File: src/spld_pkg.sv
// Shared types and constants for the shifted run-length line decoder.
// Used by spld_cfg, spld_core, spld_drain and the top level; no dependencies.
package spld_pkg;

	localparam int MAX_LINE_BITS = 16384;

	localparam int OFS_W     = 14;
	localparam int LEN_W     = 15;
	localparam int CNT_OUT_W = 12;
	localparam int ADDR_W    = 3;
	localparam int DATA_W    = 32;
	localparam int NRUN      = 4;

	// effective line length in bits, one spare bit for the round-up add
	localparam int EW = (($clog2(MAX_LINE_BITS + 1) > LEN_W) ?
		$clog2(MAX_LINE_BITS + 1) : LEN_W) + 1;
	// byte counts within a line; wide enough for offset/8 as well
	localparam int CNT_W = $clog2((MAX_LINE_BITS + 7) / 8 + 1);
	localparam int BW    = ((CNT_W > 11) ? CNT_W : 11) + 1;

	localparam logic REG_OFFSET = 1'b0;
	localparam logic REG_LINE   = 1'b1;

	typedef struct packed {
		logic [OFS_W-1:0] bit_offset;
		logic [LEN_W-1:0] line_bits;
	} cfg_t;

	typedef struct packed {
		logic [7:0]           value;
		logic [CNT_OUT_W-1:0] count;
		logic                 done;
	} run_t;

	typedef struct packed {
		logic [NRUN-1:0] mask;
		run_t [NRUN-1:0] runs;
	} grp_t;

	function automatic logic [CNT_OUT_W-1:0] cnt_out(input logic [BW-1:0] n);
		logic [BW+CNT_OUT_W-1:0] w;
		w = (BW + CNT_OUT_W)'(n);
		return w[CNT_OUT_W-1:0];
	endfunction

endpackage

File: src/spld_cfg.sv
// APB register file: bit offset and line length.
// Depends on spld_pkg.
module spld_cfg (
	input  logic                         clk,
	input  logic                         arst_n,
	input  logic                         psel,
	input  logic                         penable,
	input  logic                         pwrite,
	input  logic [spld_pkg::ADDR_W-1:0]  paddr,
	input  logic [spld_pkg::DATA_W-1:0]  pwdata,
	output logic [spld_pkg::DATA_W-1:0]  prdata,
	output logic                         pready,
	output spld_pkg::cfg_t               cfg
);

	logic [spld_pkg::OFS_W-1:0] offset_q;
	logic [spld_pkg::LEN_W-1:0] line_q;
	logic                       wr;

	assign pready = 1'b1;
	assign wr     = psel && penable && pwrite;

	always_ff @(posedge clk or negedge arst_n) begin
		if (!arst_n) begin
			offset_q <= '0;
			line_q   <= '0;
		end else if (wr) begin
			case (paddr[2])
				spld_pkg::REG_OFFSET: offset_q <= pwdata[spld_pkg::OFS_W-1:0];
				spld_pkg::REG_LINE:   line_q   <= pwdata[spld_pkg::LEN_W-1:0];
				default:              ;
			endcase
		end
	end

	always_comb begin
		case (paddr[2])
			spld_pkg::REG_OFFSET: prdata = spld_pkg::DATA_W'(offset_q);
			spld_pkg::REG_LINE:   prdata = spld_pkg::DATA_W'(line_q);
			default:              prdata = '0;
		endcase
	end

	assign cfg.bit_offset = offset_q;
	assign cfg.line_bits  = line_q;

endmodule

File: src/spld_core.sv
// Input register, parse/shift state and single-pass run builder.
// Depends on spld_pkg; feeds one run group per beat to spld_drain.
module spld_core (
	input  logic           clk,
	input  logic           arst_n,
	input  logic           code_valid,
	output logic           code_stall,
	input  logic [7:0]     code_byte,
	input  logic           end_of_code,
	input  spld_pkg::cfg_t cfg,
	input  logic           grp_ready,
	output logic           grp_load,
	output spld_pkg::grp_t grp
);

	localparam logic [1:0] PH_HDR = 2'd0;
	localparam logic [1:0] PH_LIT = 2'd1;
	localparam logic [1:0] PH_REP = 2'd2;

	localparam int BW = spld_pkg::BW;
	localparam int EW = spld_pkg::EW;

	logic       itm_valid_s1;
	logic [7:0] itm_byte_s1;
	logic       itm_last_s1;

	logic [1:0]    phase_q;
	logic [7:0]    left_q;
	logic [7:0]    carry_q;
	logic [BW-1:0] pos_q;
	logic          started_q;

	logic          accept, adv;
	logic [2:0]    rsh;
	logic [15:0]   sh;
	logic [7:0]    hi, lo;
	logic [EW-1:0] lbx, eff;
	logic [BW-1:0] cap, flr, lead_raw, lead;
	logic [BW-1:0] b0, b1, b2, b3, room, cnt, blx;
	logic [7:0]    c0, carry_n, left_n;
	logic [1:0]    phase_n;
	logic          va, vb, vc, vd, ve;
	logic [7:0]    val_b, val_c;
	logic [BW-1:0] ndata;

	assign adv        = itm_valid_s1 && grp_ready;
	assign code_stall = itm_valid_s1 && !grp_ready;
	assign accept     = code_valid && !code_stall;
	assign grp_load   = adv;

	always_ff @(posedge clk or negedge arst_n) begin
		if (!arst_n) begin
			itm_valid_s1 <= 1'b0;
		end else if (accept) begin
			itm_valid_s1 <= 1'b1;
		end else if (adv) begin
			itm_valid_s1 <= 1'b0;
		end
	end

	always_ff @(posedge clk) begin
		if (accept) begin
			itm_byte_s1 <= code_byte;
			itm_last_s1 <= end_of_code;
		end
	end

	always_comb begin
		rsh = cfg.bit_offset[2:0];
		sh  = {itm_byte_s1, 8'h00} >> rsh;
		hi  = sh[15:8];
		lo  = sh[7:0];

		lbx = EW'(cfg.line_bits);
		eff = (lbx > EW'(spld_pkg::MAX_LINE_BITS)) ? EW'(spld_pkg::MAX_LINE_BITS) : lbx;
		cap = BW'((eff + EW'(7)) >> 3);
		flr = BW'(eff >> 3);

		lead_raw = BW'(cfg.bit_offset[spld_pkg::OFS_W-1:3]);
		lead     = (lead_raw > cap) ? cap : lead_raw;

		b0 = started_q ? pos_q : '0;
		c0 = started_q ? carry_q : 8'h00;
		va = !started_q && (lead != '0);
		b1 = started_q ? b0 : b0 + lead;

		room = (b1 < flr) ? flr - b1 : '0;
		blx  = BW'(left_q);
		cnt  = (blx < room) ? blx : room;

		phase_n = PH_HDR;
		left_n  = left_q;
		carry_n = c0;
		vb      = 1'b0;
		vc      = 1'b0;
		val_b   = c0 | hi;
		val_c   = lo | hi;
		ndata   = '0;

		case (phase_q)
			PH_HDR: begin
				if (!itm_byte_s1[7]) begin
					left_n  = itm_byte_s1 + 8'd1;
					phase_n = PH_LIT;
				end else begin
					left_n  = 8'(9'd257 - {1'b0, itm_byte_s1});
					phase_n = PH_REP;
				end
			end
			PH_LIT: begin
				if (room != '0) begin
					vb      = 1'b1;
					carry_n = lo;
					ndata   = BW'(1);
				end
				left_n  = left_q - 8'd1;
				phase_n = (left_n == 8'd0) ? PH_HDR : PH_LIT;
			end
			PH_REP: begin
				if (cnt != '0) begin
					vb      = 1'b1;
					vc      = (cnt > BW'(1));
					carry_n = lo;
					ndata   = cnt;
				end
				left_n  = 8'd0;
				phase_n = PH_HDR;
			end
			default: begin
				left_n  = 8'd0;
				phase_n = PH_HDR;
			end
		endcase

		b2 = b1 + ndata;
		// line close: leftover carry byte, then zero fill
		vd = itm_last_s1 && (b2 < cap);
		b3 = b2 + BW'(1);
		ve = vd && (b3 < cap);

		grp.mask = {ve, vd, vc, va | vb};

		grp.runs[0].value = va ? 8'h00 : val_b;
		grp.runs[0].count = va ? spld_pkg::cnt_out(lead) : spld_pkg::CNT_OUT_W'(1);
		grp.runs[0].done  = va ? (lead == cap) : ((b1 < cap) && (b1 + BW'(1) >= cap));

		grp.runs[1].value = val_c;
		grp.runs[1].count = spld_pkg::cnt_out(cnt - BW'(1));
		grp.runs[1].done  = (b1 + BW'(1) < cap) && (b2 >= cap);

		grp.runs[2].value = carry_n;
		grp.runs[2].count = spld_pkg::CNT_OUT_W'(1);
		grp.runs[2].done  = (b3 >= cap);

		grp.runs[3].value = 8'h00;
		grp.runs[3].count = spld_pkg::cnt_out(cap - b3);
		grp.runs[3].done  = 1'b1;
	end

	always_ff @(posedge clk or negedge arst_n) begin
		if (!arst_n) begin
			phase_q   <= PH_HDR;
			left_q    <= '0;
			carry_q   <= '0;
			pos_q     <= '0;
			started_q <= 1'b0;
		end else if (adv) begin
			if (itm_last_s1) begin
				phase_q   <= PH_HDR;
				left_q    <= '0;
				carry_q   <= '0;
				pos_q     <= '0;
				started_q <= 1'b0;
			end else begin
				phase_q   <= phase_n;
				left_q    <= left_n;
				carry_q   <= carry_n;
				pos_q     <= b2;
				started_q <= 1'b1;
			end
		end
	end

	a_lit_has_bytes: assert property (@(posedge clk) disable iff (!arst_n)
		phase_q == PH_LIT |-> left_q != 8'd0)
		else $error("literal phase with no bytes left");

	a_idle_line_hdr: assert property (@(posedge clk) disable iff (!arst_n)
		!started_q |-> phase_q == PH_HDR)
		else $error("line not started but parser mid-run");

	a_last_closes: assert property (@(posedge clk) disable iff (!arst_n)
		adv && itm_last_s1 |=> !started_q && pos_q == '0)
		else $error("final code beat did not close the line");

endmodule

File: src/spld_drain.sv
// Result register holding one beat's run group; hands out one run per cycle while run_stall is low.
// Depends on spld_pkg; loaded by spld_core.
module spld_drain (
	input  logic                            clk,
	input  logic                            arst_n,
	input  logic                            grp_load,
	input  spld_pkg::grp_t                  grp,
	output logic                            grp_ready,
	output logic                            run_valid,
	input  logic                            run_stall,
	output logic [7:0]                      out_byte,
	output logic [spld_pkg::CNT_OUT_W-1:0]  repeat_count,
	output logic                            last_of_item,
	output logic                            line_done
);

	logic [spld_pkg::NRUN-1:0] mask_q;
	spld_pkg::run_t [spld_pkg::NRUN-1:0] runs_q;

	logic [1:0]                sel;
	logic                      found;
	logic [spld_pkg::NRUN-1:0] rest;
	logic                      take;

	always_comb begin
		sel   = '0;
		found = 1'b0;
		for (int i = 0; i < spld_pkg::NRUN; i++) begin
			if (mask_q[i] && !found) begin
				sel   = 2'(i);
				found = 1'b1;
			end
		end
		rest = mask_q & ~(spld_pkg::NRUN'(1) << sel);
	end

	assign run_valid    = |mask_q;
	assign take         = run_valid && !run_stall;
	assign grp_ready    = !run_valid || (take && rest == '0);
	assign out_byte     = runs_q[sel].value;
	assign repeat_count = runs_q[sel].count;
	assign line_done    = runs_q[sel].done;
	assign last_of_item = (rest == '0);

	always_ff @(posedge clk or negedge arst_n) begin
		if (!arst_n) begin
			mask_q <= '0;
		end else if (grp_load) begin
			mask_q <= grp.mask;
		end else if (take) begin
			mask_q <= rest;
		end
	end

	always_ff @(posedge clk) begin
		if (grp_load) begin
			runs_q <= grp.runs;
		end
	end

	a_done_ends_item: assert property (@(posedge clk) disable iff (!arst_n)
		run_valid && line_done |-> last_of_item)
		else $error("run after the one that filled the line");

	a_count_nonzero: assert property (@(posedge clk) disable iff (!arst_n)
		run_valid |-> repeat_count != '0)
		else $error("empty run presented");

endmodule

File: src/shifted_packbits_line_decoder.sv
// Run-length coded raster line decoder with bit shift: top level.
// Instantiates spld_cfg, spld_core and spld_drain; uses spld_pkg.
// Takes one coded byte per beat and returns runs (byte value plus repeat count) of the
// decoded line, shifted right by bit_offset, led by bit_offset/8 zero bytes and padded to
// line_bits. A coded byte is registered, decoded combinationally into up to four runs, and
// the run group waits in a result register that hands out one run per cycle while
// run_stall is low; the input register lets the next beat enter while a run waits. The
// result register lies between the input register and the run outputs. Registers are
// written via APB at 0x0 (bit_offset) and 0x4 (line_bits); the user is to write them
// between lines, which the block itself does not enforce.
module shifted_packbits_line_decoder (
	input  logic                            clk,
	input  logic                            arst_n,
	input  logic                            psel,
	input  logic                            penable,
	input  logic                            pwrite,
	input  logic [spld_pkg::ADDR_W-1:0]     paddr,
	input  logic [spld_pkg::DATA_W-1:0]     pwdata,
	output logic [spld_pkg::DATA_W-1:0]     prdata,
	output logic                            pready,
	input  logic                            code_valid,
	output logic                            code_stall,
	input  logic [7:0]                      code_byte,
	input  logic                            end_of_code,
	output logic                            run_valid,
	input  logic                            run_stall,
	output logic [7:0]                      out_byte,
	output logic [spld_pkg::CNT_OUT_W-1:0]  repeat_count,
	output logic                            last_of_item,
	output logic                            line_done
);

	spld_pkg::cfg_t cfg;
	spld_pkg::grp_t grp;
	logic           grp_ready;
	logic           grp_load;

	spld_cfg u_cfg (
		.clk     (clk),
		.arst_n  (arst_n),
		.psel    (psel),
		.penable (penable),
		.pwrite  (pwrite),
		.paddr   (paddr),
		.pwdata  (pwdata),
		.prdata  (prdata),
		.pready  (pready),
		.cfg     (cfg)
	);

	spld_core u_core (
		.clk         (clk),
		.arst_n      (arst_n),
		.code_valid  (code_valid),
		.code_stall  (code_stall),
		.code_byte   (code_byte),
		.end_of_code (end_of_code),
		.cfg         (cfg),
		.grp_ready   (grp_ready),
		.grp_load    (grp_load),
		.grp         (grp)
	);

	spld_drain u_drain (
		.clk          (clk),
		.arst_n       (arst_n),
		.grp_load     (grp_load),
		.grp          (grp),
		.grp_ready    (grp_ready),
		.run_valid    (run_valid),
		.run_stall    (run_stall),
		.out_byte     (out_byte),
		.repeat_count (repeat_count),
		.last_of_item (last_of_item),
		.line_done    (line_done)
	);

endmodule

File: config.mk
export PLATFORM = sky130hd
export DESIGN_NAME = shifted_packbits_line_decoder
export DESIGN_NICKNAME = d
export VERILOG_FILES = /design/src/spld_pkg.sv /design/src/spld_cfg.sv /design/src/spld_core.sv /design/src/spld_drain.sv /design/src/shifted_packbits_line_decoder.sv
export SDC_FILE = /design/constraint.sdc
export NUM_CORES = 1
export LEC_CHECK = 0
export BUFFER_PORTS_ARGS = -buffer_cell sky130_fd_sc_hd__buf_2
export CELL_PAD_IN_SITES_DETAIL_PLACEMENT = 1
export CELL_PAD_IN_SITES_GLOBAL_PLACEMENT = 1
export CORE_UTILIZATION = 51
export DETAILED_ROUTE_END_ITERATION = 6
export PLACE_DENSITY_LB_ADDON = 0.1
export SLEW_MARGIN = 20
export SYNTH_ARGS = -nofsm -noshare
export SYNTH_HDL_FRONTEND = slang
export SYNTH_SLANG_ARGS = --single-unit
File: constraint.sdc
create_clock -name clk -period 45.9 [get_ports clk]
set_clock_uncertainty 0.2 [all_clocks]
set_input_delay 0 -clock clk [delete_from_list [all_inputs] [get_ports clk]]
set_output_delay 0 -clock clk [all_outputs]
set_load 0.1 [all_outputs]
==> results of run 1 <==
-- layer usage --
metal | vias to the layer above | part of all wire | GRT usage
met5 | - | 0 | 0
met4 | 0 | 0.022 | 0.1030
met3 | 56 | 0.058 | 0.05092
met2 | 353 | 0.47 | 0.5614
met1 | 5645 | 0.45 | 0.4567
li1 | 5215 | - | -
-- stage by stage --
stage / hold slack [ns] / utilization / setup slack [ns]
global placement: -0.02389 / 0.5505 / 27.60
global route: 0.07094 / 0.5885 / 25.79
CTS: 0.04718 / 0.5885 / 27.16
floorplan: -0.4956 / - / 31.36
detailed placement: -0.02614 / 0.5505 / 27.41
finish: 0.02786 / 0.5885 / 26.81
-- timing repair --
item                      4_1_cts  5_1_grt
hold buffers                   28        0
hold endpoints to repair      109        0
setup buffers                   0        0
-- cell families after synthesis --
logic type      share of synthesized area
other cells                     0.0006035
compound gates                     0.1974
mux                               0.06214
xor+xnor                          0.06123
buf+inv                           0.06304
flops                              0.3065
simple gates                       0.1782
fa+ha+maj                          0.1310
-- synth_stat cells, types with 19 or more instances --
cell type,number,share of area
nor3_1,28,0.011
mux2_2,44,0.040
ha_1,115,0.12
and2_1,25,0.013
xor2_1,32,0.023
nand2_1,120,0.036
nor2_1,83,0.025
edfxtp_1,72,0.17
dfrtp_1,66,0.13
nand3_1,39,0.016
o21ai_0,86,0.035
clkbuf_1,43,0.013
xnor2_1,48,0.034
inv_1,107,0.032
mux2i_1,24,0.019
a21o_1,29,0.017
nor2b_1,29,0.015
a222oi_1,19,0.015
nand4_1,22,0.011
a21oi_1,71,0.029
-- worst paths after layout --
| path | cells after the start | slack (ns) | from | end |
|---|---|---|---|---|
| setup / recovery | 69 | 26.81 | u_cfg.line_q[14] | u_drain.runs_q[21] |
| hold / removal | 2 | 0.03 | arst_n | u_cfg.offset_q[2] |
| setup reg to reg | 69 | 26.81 | u_cfg.line_q[14] | u_drain.runs_q[21] |
| hold reg to reg | 2 | 0.29 | u_core.pos_q[4] | u_core.pos_q[4] |
| max in group asynchronous | 2 | 44.88 | arst_n | u_core.pos_q[7] |
| min in group clk | 2 | 0.07 | code_byte[3] | u_core.itm_byte_s1[3] |
-- registers in the layout (all words and copies together) (netlist names) --
register / flops
u_drain.mask_q: 4
u_core.carry_q: 8
u_core.itm_last_s1: 1
u_drain.runs_q: 63
u_cfg.line_q: 15
u_core.started_q: 1
u_core.pos_q: 13
u_cfg.offset_q: 14
u_core.itm_valid_s1: 1
u_core.phase_q: 2
u_core.left_q: 8
u_core.itm_byte_s1: 8
-- final cells by class --
type	count	area, um2
repair buffers	112	738.2
clock buffers	17	425.4
fillers	2809	9746
inverters	113	424.2
clock inverters	15	193.9
flip-flops and latches	138	3814
well taps	319	399.1
multi-input cells	1097	7943
-- layout by cell type, fill, tap and decap left out, drive strengths merged, types with 11 or more instances in the layout --
| cell | netlist | routed |
|---|---|---|
| a21o | 29 | 29 |
| a21oi | 72 | 72 |
| a222oi | 19 | 19 |
| a31oi | 12 | 12 |
| and2 | 25 | 25 |
| and3 | 14 | 14 |
| buf | 27 | 84 |
| clkbuf | 45 | 17 |
| conb | 2 | 27 |
| dfrtp | 66 | 66 |
| dlygate4sd3 | 0 | 28 |
| edfxtp | 72 | 72 |
| ha | 115 | 115 |
| inv | 110 | 120 |
| maj3 | 11 | 11 |
| mux2 | 45 | 45 |
| mux2i | 25 | 25 |
| nand2 | 120 | 120 |
| nand2b | 18 | 18 |
| nand3 | 40 | 40 |
| nand4 | 22 | 22 |
| nor2 | 83 | 83 |
| nor2b | 29 | 29 |
| nor3 | 29 | 29 |
| o21a | 19 | 19 |
| o21ai | 90 | 90 |
| xnor2 | 48 | 48 |
| xor2 | 33 | 33 |
==> summary.txt, run 1 <==
Route
  – Drt drc: 0
  – Vias: 11.27k
  – Antenna Violating Nets Remaining: 0
  – Drt total wl: 41,120 um
  – Drt via density: 6.223
  – WL/cell: 22.71 um
  – Pre-antenna DRT Iters: 7
  – DR iter-0 viols: 961

Clocking
  – Worst-Skew Late Latency: 0.45 ns
  – CTS tree: yes
  – Post-CTS sizing: 0
  – Clock transition at the registers of the reported paths: 0.07 ns
  – TritonCTS Sinks: 138
  – Clock buffer depth: 2
  – TritonCTS buffer count: 17
  – CTS root buf: clkbuf_16
  – Htree depth: 4

Setup path
  – Cell mode on critical path: ha_1
  – Delay-heaviest family, CP: compound AO/OA/AOI/OAI gates
  – Worst path max stage delay: 0.81 ns
  – Critical path's slowest cell: o31ai_1
  – Crit path buffers/inverters: 7
  – Crit Path Category: reg -> reg
  – CP startpoint kind: register
  – Worst path arrival time: 19.05 ns
  – Crit-path max FO: 18
  – Crit end category: register
  – CP Data Required Time: 45.87 ns

Timing
  – Tcrit/Tclk final: 0.4158
  – Relative slew slack: 0.2864
  – Max-slew violation count: 0
  – RSZ-0062 raised after global routing: no
  – Fmax: 52.39 MHz
  – Final worst path period need: 19.09 ns
  – Worst-Margin Slew: 1.057 ns
  – Fin Setup TNS: 0 ns
  – Endpoints failing setup: 0
  – Final hold vios: 0

Yosys
  – Synthesized cell area: 12,440 um2
  – YS warnings: 0
  – Post-synth cell types: 96
  – Post-synth top flop: edfxtp_1
  – Avg Synthesized Cell Area: 8.921 um2
  – Post-synthesis cell count: 1,395
  – Post-synth EDFFs: 72
  – Post-synthesis sequential area ratio: 0.3065
  – Share of flip-flops with an asynchronous set or reset: 0.4783
  – Seq cells post-synth: 138

Global route
  – Initial antenna violation count: 2
  – GRT Resource Usage Total: 0.3399
  – Vias in the first global route: 11.49k
  – Pin count of the biggest net entering global routing: 83
  – First-pass GRT wire length: 64,110 um
  – Grt total ovfl: 0

Place
  – PortBufs: 70
  – Gpl congestion: 0.9147
  – Placed insts: 1,751
  – Dpl hpwl: 31,250 um
  – DP Area: 13,040 um2

Cells and area
  – Nets: 1,649
  – Post-route insts no fill: 1,811
  – Area grow syn2layout: 11.99%
  – Ant. Diodes: 0
  – Design area: 13,940 um2
  – Layout cells sized above 1: 0.1294

Job
  – Max-cap viol count: 0

Run status
  – Status: completed

Floorplanning
  – Die H: 158.2 um
  – Die Area: 25,030 um2
  – I/O pin total: 108
  – Core area: 23,680 um2
  – Rows: 56
  – Initial Utilization: 0.5255
  – Die W: 158.2 um

Worst hold path
  – Min-Delay Path Class: in -> async
Power of run 1 is left out: the tool's default activity adds up to more than one toggle a clock period on the data nets, which glitch-free logic cannot reach.
==> run 2: changes to the inputs <==
--- a/config.mk
+++ b/config.mk
@@ -8,7 +8,7 @@
 export BUFFER_PORTS_ARGS = -buffer_cell sky130_fd_sc_hd__buf_2
 export CELL_PAD_IN_SITES_DETAIL_PLACEMENT = 1
 export CELL_PAD_IN_SITES_GLOBAL_PLACEMENT = 1
-export CORE_UTILIZATION = 51
+export CORE_UTILIZATION = 43
 export DETAILED_ROUTE_END_ITERATION = 6
 export PLACE_DENSITY_LB_ADDON = 0.1
 export SLEW_MARGIN = 20
==> constraint.sdc (replaced) <==
create_clock -name clk -period 16.8 [get_ports clk]
set_clock_uncertainty 0.2 [all_clocks]
set_input_delay 0 -clock clk [delete_from_list [all_inputs] [get_ports clk]]
set_output_delay 0 -clock clk [all_outputs]
set_load 0.1 [all_outputs]
==> run 2 against run 1 <==
  * Sequential cell count unchanged
  * Cell area increased by 2.4%
  * Fmax grew 21%
  * Register-to-register slack worse by 26 ns
  * First-iteration DRC count rose by 4.8%
  * Critical path type unchanged
  * Critical endpoint is now u_drain.runs_q[75]
  * Highest routed layer unchanged
==> summary.txt, run 2 (synthesized netlist as in run 1, its figures left out) <==
Setup path
  – CP Data Required Time: 16.78 ns (-29.09 ns)
  – Critical path's slowest cell: dfrtp_1
  – Cell mode on critical path: ha_1
  – Worst path arrival time: 15.72 ns (-3.33 ns)
  – CP startpoint kind: register
  – Crit end category: register
  – Crit-path max FO: 15 (-3)
  – Worst path max stage delay: 0.48 ns (-0.33 ns)
  – R2r worst-path depth: 70 (+1.4%)
  – Crit Path Category: reg -> reg

Route
  – Vias: 11.30k (+0.28%)
  – Drt via density: 5.939 (-4.6%)
  – DR iter-0 viols: 1,007 (+4.8%)
  – Drt drc: 0 (unchanged)
  – Drt total wl: 42,070 um (+2.3%)
  – Antenna Violating Nets Remaining: 0 (unchanged)
  – Pre-antenna DRT Iters: 6 (-1)
  – WL/cell: 22.10 um (-2.6%)

Timing
  – Final hold vios: 0 (unchanged)
  – RSZ-0062 raised after global routing: no
  – Worst-Margin Slew: 0.9493 ns (-0.1076 ns)
  – Max-slew violation count: 0 (unchanged)
  – Tcrit/Tclk final: 0.9369 (+0.5211)
  – Endpoints failing setup: 0 (unchanged)
  – Hold_ws: 0.03831 ns (+0.01045 ns)
  – Fin Setup TNS: 0 ns (unchanged)
  – Fmax: 63.53 MHz (+21%)
  – Relative slew slack: 0.3671 (+0.08070)
  – Final worst path period need: 15.74 ns (-3.346 ns)

Global route
  – First-pass GRT wire length: 65,560 um (+2.3%)
  – Pin count of the biggest net entering global routing: 67 (-19%)
  – Vias in the first global route: 11.52k (+0.29%)
  – Grt total ovfl: 0 (unchanged)
  – Initial antenna violation count: 0 (-2)
  – GRT Resource Usage Total: 0.2944 (-0.04544)

Clocking
  – TritonCTS Sinks: 138 (unchanged)
  – CTS tree: yes
  – Clock buffer depth: 2 (unchanged)
  – CTS root buf: clkbuf_16
  – Clock transition at the registers of the reported paths: 0.08 ns (about the same)
  – TritonCTS buffer count: 17 (unchanged)
  – Htree depth: 4 (unchanged)
  – Worst-Skew Late Latency: 0.45 ns (about the same)

Floorplanning
  – Initial Utilization: 0.4419 (-0.08360)
  – Core area: 28,160 um2 (+19%)
  – Die H: 172.1 um (+8.8%)
  – I/O pin total: 108 (unchanged)
  – Rows: 61 (+8.9%)
  – Die W: 172.1 um (+8.8%)
  – Die Area: 29,630 um2 (+18%)

Place
  – PortBufs: 70 (unchanged)
  – Gpl congestion: 0.9029 (-1.3%)
  – Dpl hpwl: 32,830 um (+5.1%)

Cells and area
  – Area grow syn2layout: 14.70%
  – Largest register FFs: 63 (unchanged)
  – Nets: 1,682 (+2.0%)
  – Layout cells sized above 1: 0.1521 (+0.02277)
  – Biggest register: u_drain.runs_q
  – Ant. Diodes: 0 (unchanged)
  – Most common cell after layout, fill and taps aside: nand2_1
  – Largest regs: u_drain.runs_q: 63 flops, u_cfg.line_q: 15 flops, u_cfg.offset_q: 14 flops
  – Most frequent cells in the layout: nand2_1 (120), ha_1 (115), inv_1 (106)

Run status
  – Status: completed

Job
  – Max-cap viol count: 0 (unchanged)

Worst hold path
  – Min-Delay Path Class: in -> async
-- run 2: cell types whose count changed in the layout (fill, tap and decap cells not counted), sizes merged --
cell / delta
bufinv: -2
buf: +33
clkinvlp: +3
inv: -1
-- run 2: final timing paths --
path,startpoint,to,slack [ns]
worst max register to register,u_cfg.line_q[11],u_drain.runs_q[75],1.06
worst min register to register,u_core.pos_q[4],u_core.pos_q[4],0.29
min in group clk,code_byte[2],u_core.itm_byte_s1[2],0.06
worst max-delay path,u_cfg.line_q[11],u_drain.runs_q[75],1.06
worst min-delay path,arst_n,u_cfg.offset_q[2],0.04
max in group asynchronous,arst_n,u_drain.mask_q[3],15.73
-- run 2: cell type report --
type,instances,area (um2)
timing repair buffer,145,985.9
tap,378,473.0
sequential,138,3814
multi-input combinational,1097,7981
clock inverter,15,170.2
clock buffer,17,425.4
inverter,113,424.2
fill,3309,13890
-- run 2: stage by stage --
stage          setup slack (ns)    util  std cells  instance area [um2]
2_1_floorplan             2.261       -       1420                12540
3_3_place_gp              1.222  0.4746       1843                13370
3_5_place_dp             0.7359  0.4746       1843                13370
4_1_cts                  0.5030  0.5057       1903                14240
5_1_grt                 0.01041  0.5068       1903                14270
6_report                  1.060  0.5068       1903                14270
-- run 2: layer usage --
layer | global-route usage | vias up | part of all wire
met5 | 0 | - | 0
met4 | 0.07965 | 0 | 0.020
met3 | 0.03410 | 46 | 0.048
met2 | 0.4704 | 310 | 0.45
met1 | 0.4189 | 5663 | 0.48
li1 | - | 5282 | -
-- run 2: worst max-delay path: cells and delay by family, from the launching register on --
family,cells,cell delay (ns)
multiplexers,1,0.11
AND/OR/NAND/NOR,20,3.73
AO/OA/AOI/OAI,27,5.64
buffers and inverters,9,1.07
XOR/XNOR,1,0.21
flip-flops,1,0.48
adder cells (fa/ha/maj),12,4.04
-- run 2: what timing repair did --
item,in CTS,in global routing
endpoints found under the setup margin,0,7
gates resized for setup,0,10
hold endpoints to repair,109,0
hold buffers,28,0
setup buffers,0,0
Power of run 2 is left out for the same reason.
